[src/hw/rtl/nfsa_pkg.sv]
`default_nettype none

package nfsa_pkg;

   // Operation codes carried in the opcode field.
   localparam logic [1:0] OP_ALLOC_ANY = 2'd0;
   localparam logic [1:0] OP_ALLOC_ID  = 2'd1;
   localparam logic [1:0] OP_RELEASE   = 2'd2;

   // Result status codes.
   localparam logic [2:0] ST_OK     = 3'd0;
   localparam logic [2:0] ST_FULL   = 3'd1;
   localparam logic [2:0] ST_RANGE  = 3'd2;
   localparam logic [2:0] ST_TAKEN  = 3'd3;
   localparam logic [2:0] ST_FREE   = 3'd4;

   // Configuration port layout.
   localparam int CSR_ADDR_W = 3;
   localparam int CSR_DATA_W = 32;
   localparam logic REG_ACTIVE_SLOTS = 1'b0;

   // Slot counts and identifiers.
   localparam int SLOT_ID_W  = 8;
   localparam int COUNT_W    = 9;
   localparam int MAX_SLOTS  = 256;
   localparam logic [COUNT_W-1:0] ACTIVE_RESET = 9'd256;

   // The search examines one group of this many slots per cycle.
   localparam int CHUNK_W   = 16;
   localparam int CHUNK_LOG = 4;

   typedef struct packed {
      logic [1:0]           opcode;
      logic [SLOT_ID_W-1:0] slot_id;
   } req_word_type;

   typedef struct packed {
      logic [2:0]           status;
      logic [SLOT_ID_W-1:0] granted_slot;
   } rsp_word_type;

   typedef struct packed {
      logic accept;
      logic step;
      logic load_live;
      logic park;
      logic load_held;
   } ctl_cmd_type;

   typedef struct packed {
      logic step_done;
      logic out_free;
   } dp_stat_type;

endpackage

`default_nettype wire

[src/hw/rtl/nfsa_ctrl.sv]
`default_nettype none

module nfsa_ctrl (
   input  wire                  clock,
   input  wire                  reset,
   input  wire                  req_valid,
   output logic                 req_stall,
   input  nfsa_pkg::dp_stat_type stat,
   output nfsa_pkg::ctl_cmd_type cmd
);

   typedef enum logic [2:0] {
      ST_IDLE = 3'b001,
      ST_EXEC = 3'b010,
      ST_HOLD = 3'b100
   } state_type;

   state_type state_ff;
   state_type state_in;

   always_comb begin
      state_in = state_ff;
      cmd      = '0;
      unique case (state_ff)
         ST_IDLE: begin
            if (req_valid) begin
               cmd.accept = 1'b1;
               state_in   = ST_EXEC;
            end
         end
         ST_EXEC: begin
            cmd.step = 1'b1;
            if (stat.step_done) begin
               if (stat.out_free) begin
                  cmd.load_live = 1'b1;
                  state_in      = ST_IDLE;
               end else begin
                  cmd.park = 1'b1;
                  state_in = ST_HOLD;
               end
            end
         end
         ST_HOLD: begin
            if (stat.out_free) begin
               cmd.load_held = 1'b1;
               state_in      = ST_IDLE;
            end
         end
         default: begin
            state_in = ST_IDLE;
         end
      endcase
   end

   assign req_stall = (state_ff != ST_IDLE);

   always_ff @(posedge clock) begin
      if (reset) begin
         state_ff <= ST_IDLE;
      end else begin
         state_ff <= state_in;
      end
   end

endmodule

`default_nettype wire

[src/hw/rtl/nfsa_datapath.sv]
`default_nettype none

module nfsa_datapath #(
   parameter int SLOTS = 256
) (
   input  wire                                       clock,
   input  wire                                       reset,
   input  nfsa_pkg::ctl_cmd_type                     cmd,
   output nfsa_pkg::dp_stat_type                     stat,
   input  nfsa_pkg::req_word_type                    req_word,
   output logic                                      rsp_valid,
   input  wire                                       rsp_stall,
   output nfsa_pkg::rsp_word_type                    rsp_word,
   input  wire                                       csr_psel,
   input  wire                                       csr_penable,
   input  wire                                       csr_pwrite,
   input  wire  [nfsa_pkg::CSR_ADDR_W-1:0]           csr_paddr,
   input  wire  [nfsa_pkg::CSR_DATA_W-1:0]           csr_pwdata,
   output logic [nfsa_pkg::CSR_DATA_W-1:0]           csr_prdata
);

   // Slot IDs are eight bits wide, so no more than 256 slots are ever reachable.
   localparam int MAP_DEPTH = (SLOTS < nfsa_pkg::MAX_SLOTS) ? SLOTS : nfsa_pkg::MAX_SLOTS;
   localparam int IDX_W     = $clog2(MAP_DEPTH);
   localparam int CHUNKS    = (MAP_DEPTH + nfsa_pkg::CHUNK_W - 1) / nfsa_pkg::CHUNK_W;
   localparam int CH_W      = (CHUNKS > 1) ? $clog2(CHUNKS) : 1;
   localparam logic [nfsa_pkg::COUNT_W-1:0] MAP_N = nfsa_pkg::COUNT_W'(MAP_DEPTH);

   logic [MAP_DEPTH-1:0]              occ_ff, occ_in;
   logic [nfsa_pkg::SLOT_ID_W-1:0]    ptr_ff, ptr_in;
   logic [nfsa_pkg::COUNT_W-1:0]      act_ff, act_in;
   logic [1:0]                        op_ff;
   logic [nfsa_pkg::SLOT_ID_W-1:0]    id_ff;
   logic [nfsa_pkg::SLOT_ID_W-1:0]    start_ff, start_in;
   logic [CH_W-1:0]                   chunk_ff, chunk_in;
   logic                              phase_ff, phase_in;
   logic                              rsp_valid_ff, rsp_valid_in;
   nfsa_pkg::rsp_word_type            rsp_word_ff, held_ff, live_word;

   logic [nfsa_pkg::CHUNK_W-1:0]      occ_chunks [CHUNKS];
   logic [nfsa_pkg::COUNT_W-1:0]      n_eff;
   logic [nfsa_pkg::COUNT_W-1:0]      start_sh, last_sh, base9, slot9, id9, next9;
   logic [CH_W-1:0]                   first_chunk, last_chunk;
   logic [nfsa_pkg::CHUNK_W-1:0]      cand;
   logic [nfsa_pkg::CHUNK_LOG-1:0]    pos;
   logic                              hit;
   logic                              done;
   logic                              map_wr, map_val;
   logic [IDX_W-1:0]                  map_idx;
   logic                              take_ptr;
   logic                              csr_wr;

   // Slots past the end of the map read as occupied so the search never grants them.
   for (genvar i = 0; i < CHUNKS * nfsa_pkg::CHUNK_W; i++) begin : g_pad
      if (i < MAP_DEPTH) begin : g_real
         assign occ_chunks[i / nfsa_pkg::CHUNK_W][i % nfsa_pkg::CHUNK_W] = occ_ff[i];
      end else begin : g_fill
         assign occ_chunks[i / nfsa_pkg::CHUNK_W][i % nfsa_pkg::CHUNK_W] = 1'b1;
      end
   end

   assign n_eff = (act_ff > MAP_N) ? MAP_N : act_ff;

   // Start point of the next-fit search, fixed when the word is accepted.
   assign start_in = ({1'b0, ptr_ff} < n_eff) ? ptr_ff : '0;

   assign start_sh    = {1'b0, start_ff} >> nfsa_pkg::CHUNK_LOG;
   assign last_sh     = (n_eff - 9'd1) >> nfsa_pkg::CHUNK_LOG;
   assign first_chunk = start_sh[CH_W-1:0];
   assign last_chunk  = last_sh[CH_W-1:0];
   assign base9       = nfsa_pkg::COUNT_W'(chunk_ff) << nfsa_pkg::CHUNK_LOG;
   assign id9         = {1'b0, id_ff};

   // Before the wrap the search covers slots from the start point up to the
   // active count; after the wrap it covers slots below the start point.
   always_comb begin
      logic [nfsa_pkg::COUNT_W-1:0] idx;
      for (int b = 0; b < nfsa_pkg::CHUNK_W; b++) begin
         idx = base9 + nfsa_pkg::COUNT_W'(b);
         if (phase_ff) begin
            cand[b] = ~occ_chunks[chunk_ff][b] & (idx < {1'b0, start_ff});
         end else begin
            cand[b] = ~occ_chunks[chunk_ff][b] & (idx >= {1'b0, start_ff}) & (idx < n_eff);
         end
      end
   end

   always_comb begin
      pos = '0;
      for (int b = nfsa_pkg::CHUNK_W - 1; b >= 0; b--) begin
         if (cand[b]) begin
            pos = nfsa_pkg::CHUNK_LOG'(b);
         end
      end
   end

   assign hit   = |cand;
   assign slot9 = base9 | nfsa_pkg::COUNT_W'(pos);

   // One step of the current operation: result, map write and pointer move.
   always_comb begin
      done                   = 1'b1;
      live_word.status       = nfsa_pkg::ST_RANGE;
      live_word.granted_slot = '0;
      map_wr                 = 1'b0;
      map_val                = 1'b0;
      map_idx                = id_ff[IDX_W-1:0];
      take_ptr               = 1'b0;
      next9                  = id9 + 9'd1;
      chunk_in               = chunk_ff;
      phase_in               = phase_ff;
      case (op_ff)
         nfsa_pkg::OP_ALLOC_ANY: begin
            next9 = slot9 + 9'd1;
            if (n_eff == '0) begin
               live_word.status = nfsa_pkg::ST_FULL;
            end else if (hit) begin
               live_word.status       = nfsa_pkg::ST_OK;
               live_word.granted_slot = slot9[nfsa_pkg::SLOT_ID_W-1:0];
               map_wr                 = 1'b1;
               map_val                = 1'b1;
               map_idx                = slot9[IDX_W-1:0];
               take_ptr               = 1'b1;
            end else if (phase_ff && (chunk_ff == first_chunk)) begin
               live_word.status = nfsa_pkg::ST_FULL;
            end else begin
               done = 1'b0;
               if (!phase_ff && (chunk_ff == last_chunk)) begin
                  phase_in = 1'b1;
                  chunk_in = '0;
               end else begin
                  chunk_in = chunk_ff + 1'b1;
               end
            end
         end
         nfsa_pkg::OP_ALLOC_ID: begin
            if (id9 >= n_eff) begin
               live_word.status = nfsa_pkg::ST_RANGE;
            end else if (occ_ff[id_ff[IDX_W-1:0]]) begin
               live_word.status = nfsa_pkg::ST_TAKEN;
            end else begin
               live_word.status       = nfsa_pkg::ST_OK;
               live_word.granted_slot = id_ff;
               map_wr                 = 1'b1;
               map_val                = 1'b1;
               take_ptr               = 1'b1;
            end
         end
         nfsa_pkg::OP_RELEASE: begin
            if (id9 >= n_eff) begin
               live_word.status = nfsa_pkg::ST_RANGE;
            end else if (!occ_ff[id_ff[IDX_W-1:0]]) begin
               live_word.status = nfsa_pkg::ST_FREE;
            end else begin
               live_word.status = nfsa_pkg::ST_OK;
               map_wr           = 1'b1;
               map_val          = 1'b0;
            end
         end
         default: begin
            live_word.status = nfsa_pkg::ST_RANGE;
         end
      endcase
   end

   always_comb begin
      occ_in = occ_ff;
      ptr_in = ptr_ff;
      if (cmd.step && done && map_wr) begin
         occ_in[map_idx] = map_val;
      end
      if (cmd.step && done && take_ptr) begin
         ptr_in = (next9 >= n_eff) ? '0 : next9[nfsa_pkg::SLOT_ID_W-1:0];
      end
   end

   assign stat.step_done = done;
   assign stat.out_free  = ~rsp_valid_ff | ~rsp_stall;

   // Output register: a finished word waits here while the next one is accepted.
   always_comb begin
      rsp_valid_in = rsp_valid_ff & rsp_stall;
      if (cmd.load_live || cmd.load_held) begin
         rsp_valid_in = 1'b1;
      end
   end

   assign csr_wr = csr_psel & csr_penable & csr_pwrite &
                   (csr_paddr[2] == nfsa_pkg::REG_ACTIVE_SLOTS);
   assign act_in = csr_wr ? csr_pwdata[nfsa_pkg::COUNT_W-1:0] : act_ff;

   always_comb begin
      csr_prdata = '0;
      if (csr_paddr[2] == nfsa_pkg::REG_ACTIVE_SLOTS) begin
         csr_prdata = nfsa_pkg::CSR_DATA_W'(act_ff);
      end
   end

   always_ff @(posedge clock) begin
      if (reset) begin
         occ_ff       <= '0;
         ptr_ff       <= '0;
         act_ff       <= nfsa_pkg::ACTIVE_RESET;
         rsp_valid_ff <= 1'b0;
      end else begin
         occ_ff       <= occ_in;
         ptr_ff       <= ptr_in;
         act_ff       <= act_in;
         rsp_valid_ff <= rsp_valid_in;
      end
   end

   always_ff @(posedge clock) begin
      if (cmd.accept) begin
         op_ff    <= req_word.opcode;
         id_ff    <= req_word.slot_id;
         start_ff <= start_in;
         chunk_ff <= CH_W'({1'b0, start_in} >> nfsa_pkg::CHUNK_LOG);
         phase_ff <= 1'b0;
      end else if (cmd.step) begin
         chunk_ff <= chunk_in;
         phase_ff <= phase_in;
      end
      if (cmd.park) begin
         held_ff <= live_word;
      end
      if (cmd.load_live) begin
         rsp_word_ff <= live_word;
      end else if (cmd.load_held) begin
         rsp_word_ff <= held_ff;
      end
   end

   assign rsp_valid = rsp_valid_ff;
   assign rsp_word  = rsp_word_ff;

endmodule

`default_nettype wire

[src/hw/rtl/next_fit_slot_allocator.sv]
// A result word is loaded into the output register after the single step of a named
// allocate or release, or after an allocate-any scan, one group of 16 slots per cycle.
// A new word is accepted only from idle, once the last result has left the scan or hold;
// allocate-any steps once per group the next-fit scan visits, using the single scanner.
// Reset (synchronous): all slots free, search pointer zero, active_slots 256.
// The occupied map is flip-flops cleared at once, so no clearing pass follows reset.
`default_nettype none

module next_fit_slot_allocator #(
   parameter int SLOTS = 256
) (
   input  wire                                 clock,
   input  wire                                 reset,
   input  wire                                 req_valid,
   output logic                                req_stall,
   input  nfsa_pkg::req_word_type              req_word,
   output logic                                rsp_valid,
   input  wire                                 rsp_stall,
   output nfsa_pkg::rsp_word_type              rsp_word,
   input  wire                                 csr_psel,
   input  wire                                 csr_penable,
   input  wire                                 csr_pwrite,
   input  wire  [nfsa_pkg::CSR_ADDR_W-1:0]     csr_paddr,
   input  wire  [nfsa_pkg::CSR_DATA_W-1:0]     csr_pwdata,
   output logic [nfsa_pkg::CSR_DATA_W-1:0]     csr_prdata,
   output logic                                csr_pready
);

   nfsa_pkg::ctl_cmd_type cmd;
   nfsa_pkg::dp_stat_type stat;

   assign csr_pready = 1'b1;

   nfsa_ctrl u_ctrl (
      .clock     (clock),
      .reset     (reset),
      .req_valid (req_valid),
      .req_stall (req_stall),
      .stat      (stat),
      .cmd       (cmd)
   );

   nfsa_datapath #(
      .SLOTS (SLOTS)
   ) u_datapath (
      .clock       (clock),
      .reset       (reset),
      .cmd         (cmd),
      .stat        (stat),
      .req_word    (req_word),
      .rsp_valid   (rsp_valid),
      .rsp_stall   (rsp_stall),
      .rsp_word    (rsp_word),
      .csr_psel    (csr_psel),
      .csr_penable (csr_penable),
      .csr_pwrite  (csr_pwrite),
      .csr_paddr   (csr_paddr),
      .csr_pwdata  (csr_pwdata),
      .csr_prdata  (csr_prdata)
   );

endmodule

`default_nettype wire

[config.mk]
export PLATFORM = sky130hd
export DESIGN_NAME = next_fit_slot_allocator
export DESIGN_NICKNAME = d
export VERILOG_FILES = /design/src/hw/rtl/nfsa_pkg.sv /design/src/hw/rtl/nfsa_ctrl.sv /design/src/hw/rtl/nfsa_datapath.sv /design/src/hw/rtl/next_fit_slot_allocator.sv
export SDC_FILE = /design/constraint.sdc
export NUM_CORES = 1
export LEC_CHECK = 0
export ABC_CLOCK_PERIOD_IN_PS = 17000
export BUFFER_PORTS_ARGS = -buffer_cell sky130_fd_sc_hd__buf_2
export CORE_MARGIN = 4
export CORE_UTILIZATION = 50
export CTS_CLUSTER_SIZE = 8
export DETAILED_ROUTE_END_ITERATION = 6
export GPL_TIMING_DRIVEN = 0
export PLACE_DENSITY = 0.73
export SLEW_MARGIN = 15
export SYNTH_ARGS = -nofsm -noshare
export SYNTH_HDL_FRONTEND = slang
export SYNTH_SLANG_ARGS = --single-unit
[constraint.sdc]
create_clock -name clock -period 17 [get_ports clock]
set_input_delay 4.25 -clock clock [delete_from_list [all_inputs] [get_ports clock]]
set_output_delay 4.25 -clock clock [all_outputs]
set_load 0.005 [all_outputs]
Word level (Yosys, flattened, before mapping) --
Cells that the tools add are included.
Word-level totals: output and inout port bits 46, logic and storage cells 293, flip-flop bits (word level) 322, bits of input ports 52
Cells by class: add/subtract/negate cells 19, multiplexer cells 95, reduce and logical (&&, ||, !) cells 17, equal/unequal tests 14, bitwise gates (word level) 77, $lt $le $gt $ge 56
Operators with widths (number):
- 256-bit bitwise mux | 1
- 9-bit by 8-bit greater-or-equal comparator with 1-bit output | 15
- 9-bit by 8-bit less-than comparator with 1-bit output | 15
- 9-bit less-than comparator | 15
- 4-bit two-way mux | 23
- 8-bit by 4-bit adder with 9-bit output, second input constant | 8
- 8-bit two-way mux | 9
- 16-bit binary-select mux with 4-bit select | 1
- 1-bit bitwise AND | 52
- 8-bit by 3-bit adder with 9-bit output, second input constant | 4
- 1-bit two-way mux | 34
- 16-bit two-way mux | 2
- 3-bit two-way mux | 10
- 9-bit two-way mux | 3
- 11-bit two-way mux | 2
- 1-bit NOT | 22
- 8-bit by 1-bit adder with 9-bit output, second input constant | 2
- 8-bit by 2-bit adder with 9-bit output, second input constant | 2
- 8-bit by 9-bit less-than comparator with 1-bit output | 2
- 8-bit by 9-bit less-than comparator with 1-bit output, second input constant | 2
- 3-bit one-hot mux with 3 select lines | 2
- 8-bit one-hot mux with 2 select lines | 1
- 16-bit OR reduction | 1
- 2-bit inequality test, second input constant | 5
- 35 further kinds | 45

Depth between registers and ports, before layout --
word-level depth 33, depth in mapped cells 29, gate-level depth less buffers 26

Modules after synthesis --
A second synthesis with hierarchy kept.
Second synthesis, totals: cells, all modules 2125, area total of the unflattened synthesis 21234.1 um^2
By module, submodules not included:
- nfsa_datapath | area an instance 21041.4 um^2, cells an instance 2101, times used 1, seq. area each 6826.5 um^2
- nfsa_ctrl | area an instance 181.4 um^2, cells an instance 22, times used 1, seq. area each 60.1 um^2
- next_fit_slot_allocator | area an instance 11.3 um^2, cells an instance 2, times used 1, seq. area each 0.0 um^2

Least setup slack after synthesis --
No wires, ideal clock.
path kind in2out, start input port csr_paddr[2] (netlist name), end output port csr_prdata[0] (netlist name), stages on the path 2, slack 8171 ps, data required time 12750 ps, data arrival time 4579 ps, cells stage by stage clkbuf_1 -> nor2b_1
On the way: longest elaborated chain between the ends 1
Ends and longest elaborated chain:
- start: declaration | line next_fit_slot_allocator.sv:23 | input wire [nfsa_pkg::CSR_ADDR_W-1:0] csr_paddr,
- 9-bit two-way mux | line nfsa_datapath.sv:194 | if (csr_paddr[2] == nfsa_pkg::REG_ACTIVE_SLOTS) begin
- end: declaration | line next_fit_slot_allocator.sv:25 | output logic [nfsa_pkg::CSR_DATA_W-1:0] csr_prdata,
No other way between the ends.

Final worst setup path --
start input port csr_paddr[2] (netlist name), end output port csr_prdata[2] (netlist name)
The elaborated chain is that of the path after synthesis.

==> Flow_metrics.wiki <==
{| class="wikitable"
! Metric !! Value
|-
| VDD IR-drop max || 0.0674 mV
|-
| Max Clk Rate || 109 MHz
|-
| Post-synthesis area per instance || 9.78 sq um
|-
| Global-route wire length before repair || 121,000 um
|-
| Buffers inserted during post-CTS setup optimization || 0
|-
| Number of max-slew violations in the final report || 0
|-
| Clock sinks || 322
|-
| WL per Instance || 30.7 um
|-
| Weighted congestion reported at the end of routability-driven placement || 1.06
|-
| Maximum clock skew at final layout || 0.0345 ns
|-
| Post-Route WL || 83,800 um
|-
| Total number of placement rows || 73
|-
| Area added between synthesis and finish || 11.2%
|-
| Number of global-route vias before repair || 18,100
|-
| Std-Cell Core Area || 0.0399 sq mm
|-
| Synth warn || 0
|-
| Max-capacitance violation count || 0
|-
| Transition time at the pin with the least slew margin || 1.23 ns
|-
| HPWL after detailed placement || 62,700 um
|-
| Largest net degree at the start of global routing || 24
|-
| Setup repair after global routing missed its margin || false
|-
| Count of boundary I/O pins || 98
|-
| Root buffer cell || sky130_fd_sc_hd__clkbuf_16
|-
| Number of hold-repair buffers added at the cts stage || 0
|-
| Period minus WS final || 9.16 ns
|-
| TNS Setup || 0 ns
|-
| Horizontal die dimension || 209 um
|-
| Startpoint kind of the worst setup timing path || primary input
|-
| Port bufs || 47
|-
| Starting Density || 50.7%
|-
| Fraction of final layout cells sized beyond drive strength 1 || 18.7%
|-
| Power Dens Cells || 88.2 mW/mm^2
|-
| Antenna violations before repair || 3
|-
| Post-Syn Instances || 2,071
|-
| Biggest fanout along the worst timing path || 10
|-
| Data required time of the critical path || 12.75 ns
|-
| Status || finished clean
|-
| Area enclosed by the die boundary || 0.0438 sq mm
|-
| Fillers || 3,500
|-
| Seq/Total Area, Yosys || 34.0%
|-
| Share of async-settable or async-resettable flops after synthesis || 0%
|-
| Leakage power summed over all cells || 8.96 nW
|-
| Vias || 18,600
|-
| First-pass iteration count of the detailed router || 6
|-
| Overall global routing resource usage || 37.3%
|-
| H-tree level count || 2
|-
| Via/cell ratio || 6.80
|-
| Count of cells resized by post-cts repair || 0
|-
| CTS clk-pin slew, worst paths || 0.05 ns
|-
| Final setup violation count || 0
|-
| Buffers from clock root to sink, at most || 3
|-
| Class of the tightest hold or removal check || flip-flop to flip-flop
|-
| Most used DFF post-synth || sky130_fd_sc_hd__dfxtp_1
|-
| Overflow left after global routing || 0
|-
| Data arrival, critical path || 4.91 ns
|-
| Area of placed instances || 0.0212 sq mm
|-
| Vertical die dimension || 209 um
|-
| DR DRC count || 0
|-
| Final clock period utilization by the worst path || 53.9%
|-
| CTS Buf Count || 46
|-
| Clock latency at the later pin of the worst-skew pair || 0.61 ns
|-
| Worst slew slack as a fraction of its limit || 17.5%
|-
| Cell variety after synth || 97
|-
| Number of routed nets with antenna violations || 0
|-
| Number of flops mapped to enable cells by yosys || 44
|-
| Finished Cell Area || 0.0225 sq mm
|-
| Number of synthesized register bits || 322
|-
| Number of DRC markers in iteration 0 || 2,532
|-
| Class of the most critical setup path || primary input to output pin
|-
| Syn Std Cell Area || 0.0203 sq mm
|-
| TritonCTS clock tree || built
|-
| Kind of end point of the critical path || output pin
|-
| Number of nets in the finished design || 2,276
|-
| Number of hold violations in the final report || 0
|}
-- registers in the layout, summed over array words and instances (netlist names), 2 cells and up --
signal / count
u_ctrl.state_ff: 3
u_datapath.act_ff: 9
u_datapath.ptr_ff: 8
u_datapath.held_ff: 11
u_datapath.chunk_ff: 4
u_datapath.occ_ff: 256
u_datapath.start_ff: 8
u_datapath.rsp_word: 11
u_datapath.id_ff: 8
u_datapath.op_ff: 2
-- per-stage QoR --
stage / worst slack, ns / power [mW] / std cells / hold slack, ns / utilization [%]
final: 7.84 / 1.99 / 2730 / 0.474 / 56.4
after global routing: 7.73 / 2.04 / 2726 / 0.498 / 56.4
after CTS: 7.83 / 1.98 / 2726 / 0.474 / 56.4
after detailed placement: 7.82 / 1.13 / 2665 / 0.465 / 53.2
after global placement: 7.86 / 1.13 / 2665 / 0.459 / 53.2
after floorplan: 8.17 / 1.01 / 2093 / 0.435 / -
-- kinds of logic (layout without fill, tap and decap cells) --
family	after synthesis	after routing	share of synthesized area, %
XOR/XNOR	10	10	0.432
AO/OA/AOI/OAI	327	327	12.3
adder cells (fa/ha/maj)	36	36	2.22
buffers and inverters	228	336	5.91
other	2	28	0.0371
AND/OR/NAND/NOR	748	748	17.5
multiplexers	398	398	27.6
flip-flops	322	322	34.0
-- power breakdown --
part,total [mW],internal (mW),switching [mW]
Combinational,0.347,0.0999,0.247
Sequential,0.787,0.779,0.00875
Clock,0.852,0.501,0.351
-- synth_stat cells (5+ instances only) --
library cell	n	area share [%]
sky130_fd_sc_hd__nand2_1	445	8.2
sky130_fd_sc_hd__dfxtp_1	278	27
sky130_fd_sc_hd__mux2i_1	250	12
sky130_fd_sc_hd__mux4_2	125	14
sky130_fd_sc_hd__clkbuf_1	88	1.6
sky130_fd_sc_hd__nor2_1	68	1.3
sky130_fd_sc_hd__nand3_1	67	1.7
sky130_fd_sc_hd__buf_2	47	1.2
sky130_fd_sc_hd__edfxtp_1	44	6.5
sky130_fd_sc_hd__o211ai_1	44	1.6
sky130_fd_sc_hd__buf_4	43	1.6
sky130_fd_sc_hd__a21oi_1	40	0.99
sky130_fd_sc_hd__o31ai_1	40	1.5
sky130_fd_sc_hd__ha_1	36	2.2
sky130_fd_sc_hd__inv_1	30	0.56
sky130_fd_sc_hd__nor2b_1	30	0.93
sky130_fd_sc_hd__o21ai_0	24	0.59
sky130_fd_sc_hd__a211oi_1	22	0.82
sky130_fd_sc_hd__a22oi_1	22	0.82
sky130_fd_sc_hd__a21o_1	20	0.74
sky130_fd_sc_hd__mux2_2	19	1.1
sky130_fd_sc_hd__nand2b_1	19	0.59
sky130_fd_sc_hd__or3_1	15	0.46
sky130_fd_sc_hd__nor3_4	14	1.1
sky130_fd_sc_hd__nor3_1	12	0.30
sky130_fd_sc_hd__nor3_2	11	0.54
sky130_fd_sc_hd__and3_1	10	0.31
sky130_fd_sc_hd__a211o_1	9	0.39
sky130_fd_sc_hd__nand4_1	9	0.28
sky130_fd_sc_hd__nor4_1	9	0.28
sky130_fd_sc_hd__xnor2_1	9	0.39
sky130_fd_sc_hd__and2_1	8	0.25
sky130_fd_sc_hd__buf_6	8	0.44
sky130_fd_sc_hd__a2111oi_0	7	0.30
sky130_fd_sc_hd__o221ai_1	7	0.30
sky130_fd_sc_hd__a22o_1	6	0.26
sky130_fd_sc_hd__buf_1	6	0.11
sky130_fd_sc_hd__o32a_1	6	0.30
sky130_fd_sc_hd__o211ai_2	5	0.31
sky130_fd_sc_hd__o22ai_1	5	0.15
sky130_fd_sc_hd__o31a_1	5	0.22
-- routing by layer --
layer | track usage, % | up-vias | share of wire (%)
met3 | 11.5 | 400 | 12
met1 | 45.0 | 8917 | 35
met4 | 24.7 | 6 | 8.1
li1 | - | 7825 | -
met2 | 57.6 | 1409 | 44
met5 | 0 | - | 0.058
-- layout make-up --
type	count	area, sq um	share of cell area (%)
diodes	4	10.0	0.0444
plain buffers	197	1080	4.80
clock buffers	59	1230	5.47
clock inverters	2	50.0	0.222
inverters	31	116	0.517
multi-input cells	1543	12300	54.4
flip-flops and latches	322	6890	30.6
well taps	525	657	2.92
repair buffers	47	235	1.04
-- cells in the final DEF, fill, tap and decap left out, types with 9 or more instances in the layout --
master	instances
sky130_fd_sc_hd__nand3_1	67
sky130_fd_sc_hd__dfxtp_1	278
sky130_fd_sc_hd__xnor2_1	9
sky130_fd_sc_hd__buf_2	94
sky130_fd_sc_hd__or3_1	15
sky130_fd_sc_hd__nand4_1	9
sky130_fd_sc_hd__o211ai_1	44
sky130_fd_sc_hd__conb_1	24
sky130_fd_sc_hd__a211oi_1	22
sky130_fd_sc_hd__mux2_2	19
sky130_fd_sc_hd__inv_1	30
sky130_fd_sc_hd__clkbuf_16	47
sky130_fd_sc_hd__mux4_2	125
sky130_fd_sc_hd__nor4_1	9
sky130_fd_sc_hd__nor3_1	11
sky130_fd_sc_hd__nand2b_1	19
sky130_fd_sc_hd__o31ai_1	40
sky130_fd_sc_hd__a211o_1	9
sky130_fd_sc_hd__buf_4	43
sky130_fd_sc_hd__a21oi_1	40
sky130_fd_sc_hd__a22oi_1	22
sky130_fd_sc_hd__nand2_1	445
sky130_fd_sc_hd__o21ai_0	24
sky130_fd_sc_hd__ha_1	36
sky130_fd_sc_hd__nor2b_1	30
sky130_fd_sc_hd__nor2_1	68
sky130_fd_sc_hd__nor3_2	12
sky130_fd_sc_hd__mux2i_1	250
sky130_fd_sc_hd__a21o_1	20
sky130_fd_sc_hd__clkbuf_1	99
sky130_fd_sc_hd__and3_1	10
sky130_fd_sc_hd__edfxtp_1	44
sky130_fd_sc_hd__nor3_4	14
-- path summary, 6_finish.rpt --
kind | depth (start not counted) | end | startpoint | slack (ns)
setup reg to reg | 29 | u_datapath.ptr_ff[3]$_SDFFE_PP0P_ | u_datapath.chunk_ff[0]$_DFFE_PP_ | 9.20
setup / recovery | 4 | csr_prdata[2] | csr_paddr[2] | 7.84
hold / removal | 2 | u_datapath.occ_ff[194]$_SDFFE_PP0P_ | u_datapath.occ_ff[194]$_SDFFE_PP0P_ | 0.47
hold reg to reg | 2 | u_datapath.occ_ff[194]$_SDFFE_PP0P_ | u_datapath.occ_ff[194]$_SDFFE_PP0P_ | 0.47
-- critical path, cell delays in order --
cell and delay (ns):
sky130_fd_sc_hd__buf_2 0.08, sky130_fd_sc_hd__clkbuf_1 0.34, sky130_fd_sc_hd__nor2b_1 0.09, sky130_fd_sc_hd__buf_2 0.15
Power figures use the tool's default switching activity.
